`config.mk`:
```
export PLATFORM = sky130hd
export DESIGN_NAME = zlib_stored_block_framer
export DESIGN_NICKNAME = d
export VERILOG_FILES = /design/src/hw/rtl/zsbf_pkg.sv /design/src/hw/rtl/zlib_stored_block_framer.sv
export SDC_FILE = /design/constraint.sdc
export NUM_CORES = 1
export LEC_CHECK = 0
export BUFFER_PORTS_ARGS = -buffer_cell sky130_fd_sc_hd__buf_2
export CAP_MARGIN = 40
export CORE_AREA = 2 2 130 145
export CTS_CLUSTER_SIZE = 28
export DETAILED_ROUTE_END_ITERATION = 12
export DIE_AREA = 0 0 132 147
export GPL_TIMING_DRIVEN = 0
export PLACE_DENSITY_LB_ADDON = 0.25
export SETUP_SLACK_MARGIN = 0.2
export SLEW_MARGIN = 25
export SYNTH_ARGS = -nofsm -noshare
export SYNTH_HDL_FRONTEND = slang
export SYNTH_SLANG_ARGS = --single-unit
```
`constraint.sdc`:
```
create_clock -name clk -period 10.2 [get_ports clk]
set_clock_uncertainty 0.1 [all_clocks]
set_input_delay 2.04 -clock clk [delete_from_list [all_inputs] [get_ports clk]]
set_output_delay 2.04 -clock clk [all_outputs]
set_load 0.05 [all_outputs]
```
`src/hw/rtl/zsbf_pkg.sv`:
```
// Shared constants for the zlib stored-block framer: stream bytes, Adler-32
// modulus and the slot codes of one output burst. No dependencies.
`timescale 1ns / 1ps
`default_nettype none

package zsbf_pkg;

	localparam int LENGTH_BITS = 24;

	localparam logic [7:0]  ZLIB_CMF  = 8'h78;
	localparam logic [7:0]  ZLIB_FLG  = 8'h01;
	localparam logic [15:0] BLOCK_MAX = 16'hFFFF;
	localparam logic [16:0] ADLER_MOD = 17'd65521;

	// Slot codes of one burst: header, block header, data, trailer
	localparam logic [3:0] SLOT_HDR0 = 4'd0;
	localparam logic [3:0] SLOT_HDR1 = 4'd1;
	localparam logic [3:0] SLOT_BTYP = 4'd2;
	localparam logic [3:0] SLOT_LEN0 = 4'd3;
	localparam logic [3:0] SLOT_LEN1 = 4'd4;
	localparam logic [3:0] SLOT_NLN0 = 4'd5;
	localparam logic [3:0] SLOT_NLN1 = 4'd6;
	localparam logic [3:0] SLOT_DATA = 4'd7;
	localparam logic [3:0] SLOT_TRL0 = 4'd8;
	localparam logic [3:0] SLOT_TRL1 = 4'd9;
	localparam logic [3:0] SLOT_TRL2 = 4'd10;
	localparam logic [3:0] SLOT_TRL3 = 4'd11;

	// One conditional subtract; the sum stays below twice the modulus
	function automatic logic [15:0] adler_fold(input logic [16:0] sum);
		logic [16:0] red;
		red = (sum >= ADLER_MOD) ? (sum - ADLER_MOD) : sum;
		return red[15:0];
	endfunction

endpackage

`default_nettype wire

```
`src/hw/rtl/zlib_stored_block_framer.sv`:
```
// Top level of the zlib stored-block framer: input register, framing and
// Adler-32 update, burst register and byte sequencer. Depends on zsbf_pkg.
`timescale 1ns / 1ps
`default_nettype none

// channel  direction  handshake               word
// in       sink       in_valid / in_ready     data_byte, message_length
// out      source     out_valid / out_ready   out_byte, run_last, stream_end
//
// Each input word yields 0 to 12 output words, one per cycle while out_ready is high; a zero-length
// opening word yields none and leaves a bubble in the output.
// A stream of payload bytes inside a block runs at one word per cycle while out_ready is high.
// The input register takes a new word in the cycle the burst register drains
// its last byte, so bursts follow each other with no gap.
// arst_n clears all control state and the Adler sums to their start values.
// out_ready low holds the current burst; in_ready drops once the input
// register is also full.
module zlib_stored_block_framer
	import zsbf_pkg::*;
(
	input  wire logic                   clk,
	input  wire logic                   arst_n,
	input  wire logic                   in_valid,
	output logic                        in_ready,
	input  wire logic [7:0]             data_byte,
	input  wire logic [LENGTH_BITS-1:0] message_length,
	output logic                        out_valid,
	input  wire logic                   out_ready,
	output logic [7:0]                  out_byte,
	output logic                        run_last,
	output logic                        stream_end
);

	// input register
	logic                   v_s1;
	logic [7:0]             data_s1;
	logic [LENGTH_BITS-1:0] len_s1;

	// framing state
	logic                   open_q;
	logic [LENGTH_BITS-1:0] msg_left_q;
	logic [15:0]            blk_left_q;
	logic [15:0]            adl_lo_q;
	logic [15:0]            adl_hi_q;

	// burst register
	logic        v_s2;
	logic        hdr_s2;
	logic        blk_s2;
	logic        fin_s2;
	logic        trl_s2;
	logic [15:0] chunk_s2;
	logic [7:0]  data_s2;
	logic [15:0] adl_lo_s2;
	logic [15:0] adl_hi_s2;
	logic [3:0]  pos_q;

	logic                   adv;
	logic                   out_take;
	logic                   last_pos;
	logic                   skip;
	logic                   need_blk;
	logic                   fin;
	logic                   trl;
	logic [LENGTH_BITS-1:0] len_eff;
	logic [LENGTH_BITS-1:0] msg_after;
	logic [15:0]            blk_cur;
	logic [15:0]            chunk;
	logic [15:0]            blk_after;
	logic [15:0]            lo_base;
	logic [15:0]            hi_base;
	logic [15:0]            lo_new;
	logic [15:0]            hi_new;
	logic [15:0]            nchunk;
	logic [3:0]             pos_start;
	logic [3:0]             pos_next;

	assign out_valid = v_s2;
	assign out_take  = v_s2 && out_ready;
	assign last_pos  = (pos_q == SLOT_TRL3) || ((pos_q == SLOT_DATA) && !trl_s2);
	assign adv       = v_s1 && (!v_s2 || (out_take && last_pos));
	assign in_ready  = !v_s1 || adv;

	// framing decisions for the word in the input register
	always_comb begin
		len_eff   = open_q ? msg_left_q : len_s1;
		skip      = !open_q && (len_s1 == '0);
		blk_cur   = open_q ? blk_left_q : 16'd0;
		need_blk  = (blk_cur == 16'd0);
		fin       = (len_eff <= LENGTH_BITS'(BLOCK_MAX));
		chunk     = fin ? len_eff[15:0] : BLOCK_MAX;
		blk_after = (need_blk ? chunk : blk_cur) - 16'd1;
		msg_after = len_eff - LENGTH_BITS'(1);
		trl       = (msg_after == '0);
		lo_base   = open_q ? adl_lo_q : 16'd1;
		hi_base   = open_q ? adl_hi_q : 16'd0;
		lo_new    = adler_fold({1'b0, lo_base} + {9'd0, data_s1});
		hi_new    = adler_fold({1'b0, hi_base} + {1'b0, lo_new});
		pos_start = !open_q ? SLOT_HDR0 : (need_blk ? SLOT_BTYP : SLOT_DATA);
	end

	always_ff @(posedge clk or negedge arst_n) begin
		if (!arst_n) begin
			v_s1 <= 1'b0;
		end else if (in_ready) begin
			v_s1 <= in_valid;
		end
	end

	always_ff @(posedge clk) begin
		if (in_ready && in_valid) begin
			data_s1 <= data_byte;
			len_s1  <= message_length;
		end
	end

	always_ff @(posedge clk or negedge arst_n) begin
		if (!arst_n) begin
			open_q     <= 1'b0;
			msg_left_q <= '0;
			blk_left_q <= 16'd0;
			adl_lo_q   <= 16'd1;
			adl_hi_q   <= 16'd0;
		end else if (adv && !skip) begin
			open_q     <= !trl;
			msg_left_q <= msg_after;
			blk_left_q <= trl ? 16'd0 : blk_after;
			adl_lo_q   <= trl ? 16'd1 : lo_new;
			adl_hi_q   <= trl ? 16'd0 : hi_new;
		end
	end

	// advance through the slots of the current burst
	always_comb begin
		unique case (pos_q)
			SLOT_HDR1: pos_next = blk_s2 ? SLOT_BTYP : SLOT_DATA;
			SLOT_NLN1: pos_next = SLOT_DATA;
			SLOT_DATA: pos_next = SLOT_TRL0;
			default:   pos_next = pos_q + 4'd1;
		endcase
	end

	always_ff @(posedge clk or negedge arst_n) begin
		if (!arst_n) begin
			v_s2  <= 1'b0;
			pos_q <= SLOT_HDR0;
		end else if (adv) begin
			v_s2  <= !skip;
			pos_q <= pos_start;
		end else if (out_take) begin
			if (last_pos) begin
				v_s2 <= 1'b0;
			end else begin
				pos_q <= pos_next;
			end
		end
	end

	always_ff @(posedge clk) begin
		if (adv) begin
			hdr_s2    <= !open_q;
			blk_s2    <= need_blk;
			fin_s2    <= fin;
			trl_s2    <= trl;
			chunk_s2  <= chunk;
			data_s2   <= data_s1;
			adl_lo_s2 <= lo_new;
			adl_hi_s2 <= hi_new;
		end
	end

	assign nchunk = ~chunk_s2;

	always_comb begin
		unique case (pos_q)
			SLOT_HDR0: out_byte = ZLIB_CMF;
			SLOT_HDR1: out_byte = ZLIB_FLG;
			SLOT_BTYP: out_byte = {7'd0, fin_s2};
			SLOT_LEN0: out_byte = chunk_s2[7:0];
			SLOT_LEN1: out_byte = chunk_s2[15:8];
			SLOT_NLN0: out_byte = nchunk[7:0];
			SLOT_NLN1: out_byte = nchunk[15:8];
			SLOT_DATA: out_byte = data_s2;
			SLOT_TRL0: out_byte = adl_hi_s2[15:8];
			SLOT_TRL1: out_byte = adl_hi_s2[7:0];
			SLOT_TRL2: out_byte = adl_lo_s2[15:8];
			SLOT_TRL3: out_byte = adl_lo_s2[7:0];
			default:   out_byte = 8'd0;
		endcase
	end

	assign run_last   = last_pos;
	assign stream_end = (pos_q == SLOT_TRL3);

	a_end_is_last: assert property (@(posedge clk) disable iff (!arst_n)
		out_valid && stream_end |-> run_last)
		else $error("stream end not on the last word of its burst");

	a_open_has_bytes: assert property (@(posedge clk) disable iff (!arst_n)
		open_q |-> (msg_left_q != '0))
		else $error("open message with no bytes left");

	a_block_in_message: assert property (@(posedge clk) disable iff (!arst_n)
		open_q |-> (LENGTH_BITS'(blk_left_q) <= msg_left_q))
		else $error("block remainder exceeds message remainder");

	a_adler_range: assert property (@(posedge clk) disable iff (!arst_n)
		({1'b0, adl_lo_q} < ADLER_MOD) && ({1'b0, adl_hi_q} < ADLER_MOD))
		else $error("Adler sum out of range");

	a_hdr_opens_block: assert property (@(posedge clk) disable iff (!arst_n)
		v_s2 && hdr_s2 |-> blk_s2)
		else $error("stream header without block header");

endmodule

`default_nettype wire
```
==> results.yml, run 1 <==
sta:
  hold_viol: 0
  maxSlewViolCount: 0
  period_share_pct: 93.8
  relSlewSlack_pct: 43.6
  hold_ws_ns: 0.381
  rsz0062_at_grt: "no"
  max_freq_mhz: 105
  min_period_ns: 9.57
  tightest_slew_ns: 0.846
  timing.final.ws_setup_ns: 0.635
  tns_ns: 0
  report.final.setup_viol: 0
synthesis:
  synthMuxAreaShare_pct: 3.77
  ys_types: 92
  yosysWarnings: 0
  ys_seq_elements: 170
  yosysMostFrequentCell: "nand2_1"
  synthCells: 1134
  yosys-top-cells-count: "124 x nand2_1, 91 x edfxtp_1, 78 x dfrtp_1, 75 x nor2_1, 55 x o21ai_0"
  yosysTopAreaCell: "edfxtp_1"
  synth_top_family_by_area: "compound AO/OA/AOI/OAI gates"
  ys_async_sr_fraction_pct: 46.5
  synth_top_area_share_pct: 24.6
  synth-edff-count: 91
  syn_nets: 1207
  yosysSeqAreaShare_pct: 42.5
  syn_avg_cell_area_um2: 9.78
  synth_xor_area_share_pct: 6.00
  netlist_top_cells_area: "edfxtp_1 25%, dfrtp_1 18%, nand2_1 4.2%"
  synth_ff_type: "edfxtp_1"
  synth_area_um2: 11100
  synth-compound-area-share_pct: 20.6
  yosys.area_share.simple_pct: 19.2
  synthAdderAreaFrac_pct: 4.31
worst_setup_path:
  r2r-end: "adl_hi_s2[7]"
  max_stage_delay_ns: 0.50
  crit_top_cell: "buf_4"
  cp_slowest_cell: "a211oi_1"
  r2r_slack_ns: 0.63
  critPathBufInv: 11
  start_kind: "flip-flop"
  end_kind: "flip-flop"
  crit_type: "reg2reg"
  critPathMaxFanout: 19
  r2r_cells: 31
  crit_family: "buffers and inverters"
  cp.arrival_ns: 9.72
  crit_required_ns: 10.36
  r2r_start: "open_q"
global_routing:
  grt_pass1_wl_mm: 51.3
  grt_pass1_vias: 9472
  grt_max_degree: 59
  antenna_found_initial: 1
  grt-ovfl-total: 0
  track_usage_pct: 33.9
detailed_routing:
  drt_wl_total_mm: 32.1
  drt_iter0_markers: 1171
  drc: 0
  wire_per_inst_um: 22.1
  first_pass_iters: 6
  post_drt_via_cell_ratio: 6.65
  antenna_left: 0
  num_vias: 9690
placed_design:
  gp_congestion: 0.977
  io_buffers: 47
  place_hpwl_mm: 23.7
  place_ws_ns: 0.289
cts:
  clkSlewWorstSetupHoldPaths_ns: 0.07
  h-tree-depth: 4
  cts_made_buffers: 17
  cts_tree: "done"
  cts_hold_buffers: 0
  cts-root-buf: "clkbuf_16"
  clkSinkCount: 170
  clk_path_buf_depth: 2
  clkLatencyLatePin_ns: 0.43
layout:
  syn2layout_area_growth_pct: 11.0
  final_layout_size_suffix_gt1_share_pct: 12.1
  final_util_pct: 68.3
  antennaDiodeCount: 0
  finalNetCount: 1274
  fillers: 1442
run_status:
  status: "finished clean"
min_path:
  min_from: "msg_left_q[15]"
  hold_class: "reg2reg"
  worstHoldPathCells: 2
  hold_end: "msg_left_q[15]"
die:
  die-area_um2: 19400
  die_h_um: 147
  start_util_pct: 61.5
  ios: 48
  die_x_um: 132
  rows: 52
  core_um2: 18000
run:
  cap_viol_max_count: 0
==> tightest hold or removal path, stage by stage (launching register included) <==
cell and delay [ns]:
dfrtp_1 0.34, nand2_1 0.04, o21ai_0 0.06
==> repair_timing <==
item / 4_1_cts / 5_1_grt
gates resized for setup: 0 / 3
endpoints found under the setup margin: 0 / 29
hold endpoints to repair: 0 / 0
buffers inserted: 0 / 0
==> logic make-up after synthesis <==
family          count (synthesis)
compound gates                312
xor+xnor                       76
fa+ha+maj                      37
buf+inv                        89
flops                         170
mux                            41
simple gates                  409
==> metal layers <==
layer / GRT usage, % / up-vias / wire length (um)
li1: - / 4393 / -
met1: 48.1 / 4677 / 13400
met2: 52.4 / 533 / 14500
met3: 4.14 / 87 / 3060
met4: 15.5 / 0 / 1220
met5: 0 / - / 0
==> sequential cells by signal, summed over array words and instances, names as in the netlist, 4 cells and up <==
register    cells
adl_lo_q       16
data_s1         8
adl_hi_s2      16
len_s1         24
blk_left_q     16
msg_left_q     24
chunk_s2       16
adl_hi_q       16
pos_q           4
data_s2         8
adl_lo_s2      16
==> cell type report <==
| cell class | count | area, um^2 | area share (%) |
|---|---|---|---|
| clock inverters | 13 | 166 | 1.35 |
| multi-input cells | 875 | 5980 | 48.6 |
| clock buffers | 19 | 443 | 3.60 |
| repair buffers | 49 | 297 | 2.41 |
| flip-flops and latches | 170 | 4710 | 38.3 |
| plain buffers | 57 | 288 | 2.34 |
| well taps | 243 | 304 | 2.47 |
| inverters | 31 | 116 | 0.945 |
==> metrics by stage <==
stage | area, um^2 | cells
after floorplan | 11100 | 1134
after global placement | 11600 | 1424
after detailed placement | 11700 | 1426
after CTS | 12300 | 1458
after global routing | 12300 | 1457
final | 12300 | 1457
==> layout by cell type (no fill, tap or decap), types with 33 or more instances in the layout <==
| cell | n |
|---|---|
| a21oi_1 | 50 |
| nand2_1 | 124 |
| nor2_1 | 75 |
| ha_1 | 35 |
| o21ai_0 | 55 |
| and2_1 | 41 |
| xnor2_1 | 44 |
| nand3_1 | 45 |
| mux2i_1 | 35 |
| dfrtp_1 | 78 |
| clkbuf_1 | 33 |
| edfxtp_1 | 91 |
| buf_2 | 53 |
==> how the worst max path moves through the flow <==
stage	startpoint	endpoint	depth (start not counted)
final	open_q	adl_hi_s2[7]	31
after global routing	open_q	adl_hi_s2[7]	31
after CTS	open_q	adl_hi_s2[7]	32
after detailed placement	open_q	adl_hi_s2[7]	32
after global placement	open_q	adl_hi_s2[7]	31
after floorplan	open_q	adl_hi_s2[11]	31
Power of run 1 is not shown: default switching activity piles up to over one toggle a cycle in this logic, so the estimate is an artifact.
==> run 2, diff against run 1 <==
--- a/config.mk
+++ b/config.mk
@@ -7,10 +7,10 @@
 export LEC_CHECK = 0
 export BUFFER_PORTS_ARGS = -buffer_cell sky130_fd_sc_hd__buf_2
 export CAP_MARGIN = 40
-export CORE_AREA = 2 2 130 145
+export CORE_AREA = 2 2 143 131
 export CTS_CLUSTER_SIZE = 28
 export DETAILED_ROUTE_END_ITERATION = 12
-export DIE_AREA = 0 0 132 147
+export DIE_AREA = 0 0 145 133
 export GPL_TIMING_DRIVEN = 0
 export PLACE_DENSITY_LB_ADDON = 0.25
 export SETUP_SLACK_MARGIN = 0.2
==> run 2 against run 1 <==
Net effect: register-to-register slack lost 0.03 ns; largest cell class unchanged; non-clock buffer count grew 1; count of clock-buffer cells in the layout shrank 1; highest routed layer unchanged; global-route usage grew 0.19 points; first-iteration DRC count grew 3.7%; via count grew 0.38%; fmax shrank 0.33%; critical path depth is the same; die area shrank 0.61%.
==> results.yml, run 2 (synthesis results as in run 1) <==
die:
  rows: 47
  die-area_um2: 19300
  die_h_um: 133
  start_util_pct: 61.8
  ios: 48
  core_um2: 17900
  die_x_um: 145
global_routing:
  grt_busiest_layer: "met1"
  grt_pass1_vias: 8955
  track_usage_pct: 34.1
  grtUsageMet2_pct: 49.2
  grt_util_met1_pct: 49.8
  grt_max_degree: 58
  grt-ovfl-total: 0
  antenna_found_initial: 0
  grt_pass1_wl_mm: 50.8
  met3_usage_pct: 10.3
sta:
  rsz0062_at_grt: "no"
  tns_ns: 0
  min_period_ns: 9.60
  max_freq_mhz: 104
  report.final.setup_viol: 0
  relSlewSlack_pct: 43.3
  maxSlewViolCount: 0
  tightest_slew_ns: 0.851
  period_share_pct: 94.1
  hold_viol: 0
detailed_routing:
  drt_iter0_markers: 1214
  drt_wl_total_mm: 32.6
  first_pass_iters: 6
  post_drt_via_cell_ratio: 6.66
  drc: 0
  antenna_left: 0
  wire_per_inst_um: 22.4
  num_vias: 9727
cts:
  cts_tree: "done"
  clkSinkCount: 170
  post_cts_buffers: 0
  clk_path_buf_depth: 2
  clkSlewWorstSetupHoldPaths_ns: 0.07
  clkLatencyLatePin_ns: 0.43
  cts_made_buffers: 17
  cts_hold_buffers: 0
  cts-root-buf: "clkbuf_16"
  h-tree-depth: 4
placed_design:
  dp.cells: 1429
  gp_congestion: 1.01
  place_hpwl_mm: 24.4
  io_buffers: 47
layout:
  top_regs: "len_s1 (24), msg_left_q (24)"
  fillers: 1418
  layout_commonest_cell: "nand2_1"
  antennaDiodeCount: 0
  final_layout_size_suffix_gt1_share_pct: 12.3
  final_cell_mix: "124 x nand2_1, 91 x edfxtp_1, 78 x dfrtp_1"
  finalNetCount: 1275
  syn2layout_area_growth_pct: 10.7
  instances_no_fill: 1460
min_path:
  hold_class: "reg2reg"
worst_setup_path:
  crit_type: "reg2reg"
  critPathMaxFanout: 19
  crit_top_cell: "buf_4"
  crit_required_ns: 10.29
  start_kind: "flip-flop"
  end_kind: "flip-flop"
  cp_slowest_cell: "xnor2_1"
  cp.arrival_ns: 9.69
  max_stage_delay_ns: 0.49
run:
  cap_viol_max_count: 0
run_status:
  status: "finished clean"
run 2: changes by cell type in the layout (fill, tap and decap cells not counted), moves of 2 or more:
cell        delta
bufinv_16      -2
inv_4          +2
clkinv_4       +3
clkinvlp_4     -2
run 2: worst max-delay path: cells and delay by family (launching register included):
| family | cells | cell delay (ns) |
|---|---|---|
| compound gates | 8 | 2.36 |
| xor+xnor | 2 | 0.72 |
| fa+ha+maj | 2 | 0.90 |
| buf+inv | 10 | 2.79 |
| flops | 1 | 0.39 |
| simple gates | 9 | 2.07 |
run 2: worst paths after layout:
path	from	to	slack [ns]	cells after the start
worst max-delay path	open_q	adl_hi_s2[3]	0.60	31
worst min-delay path	msg_left_q[15]	msg_left_q[15]	0.39	2
worst max register to register	open_q	adl_hi_s2[3]	0.60	31
worst min register to register	msg_left_q[15]	msg_left_q[15]	0.39	2
max in group asynchronous	arst_n	adl_lo_q[0]	8.00	2
min in group asynchronous	arst_n	v_s1	1.37	1
run 2: per-stage QoR:
step | instance area (um^2) | hold WS, ns | utilization (%) | setup slack (ns)
floorplan | 11100 | 0.333 | - | 2.56
global placement | 11600 | 0.367 | 64.8 | 0.238
detailed placement | 11700 | 0.374 | 65.2 | 0.225
CTS | 12300 | 0.389 | 68.4 | 0.389
global route | 12300 | 0.415 | 68.4 | 0.292
finish | 12300 | 0.393 | 68.4 | 0.603
run 2: routing by layer:
metal	up-vias	wire length [um]	part of all wire [%]
li1	4429	-	-
met1	4648	14100	43
met2	589	13800	42
met5	-	0	0
met3	61	3970	12
met4	0	756	2.3
run 2: layout make-up:
cell class / count / area [um^2] / share of cell area [%]
Multi-Input combinational cell: 875 / 5990 / 48.8
Sequential cell: 170 / 4710 / 38.4
Clock buffer: 18 / 429 / 3.50
Tap cell: 245 / 307 / 2.50
Timing Repair Buffer: 50 / 294 / 2.40
Buffer: 57 / 288 / 2.34
Clock inverter: 14 / 136 / 1.11
Inverter: 31 / 116 / 0.948
run 2: repair_timing:
item                       CTS  global route
gates cloned                 0             0
setup endpoints to repair    4            28
gates resized for setup      1             2
Power of run 2 is left out for the same reason.
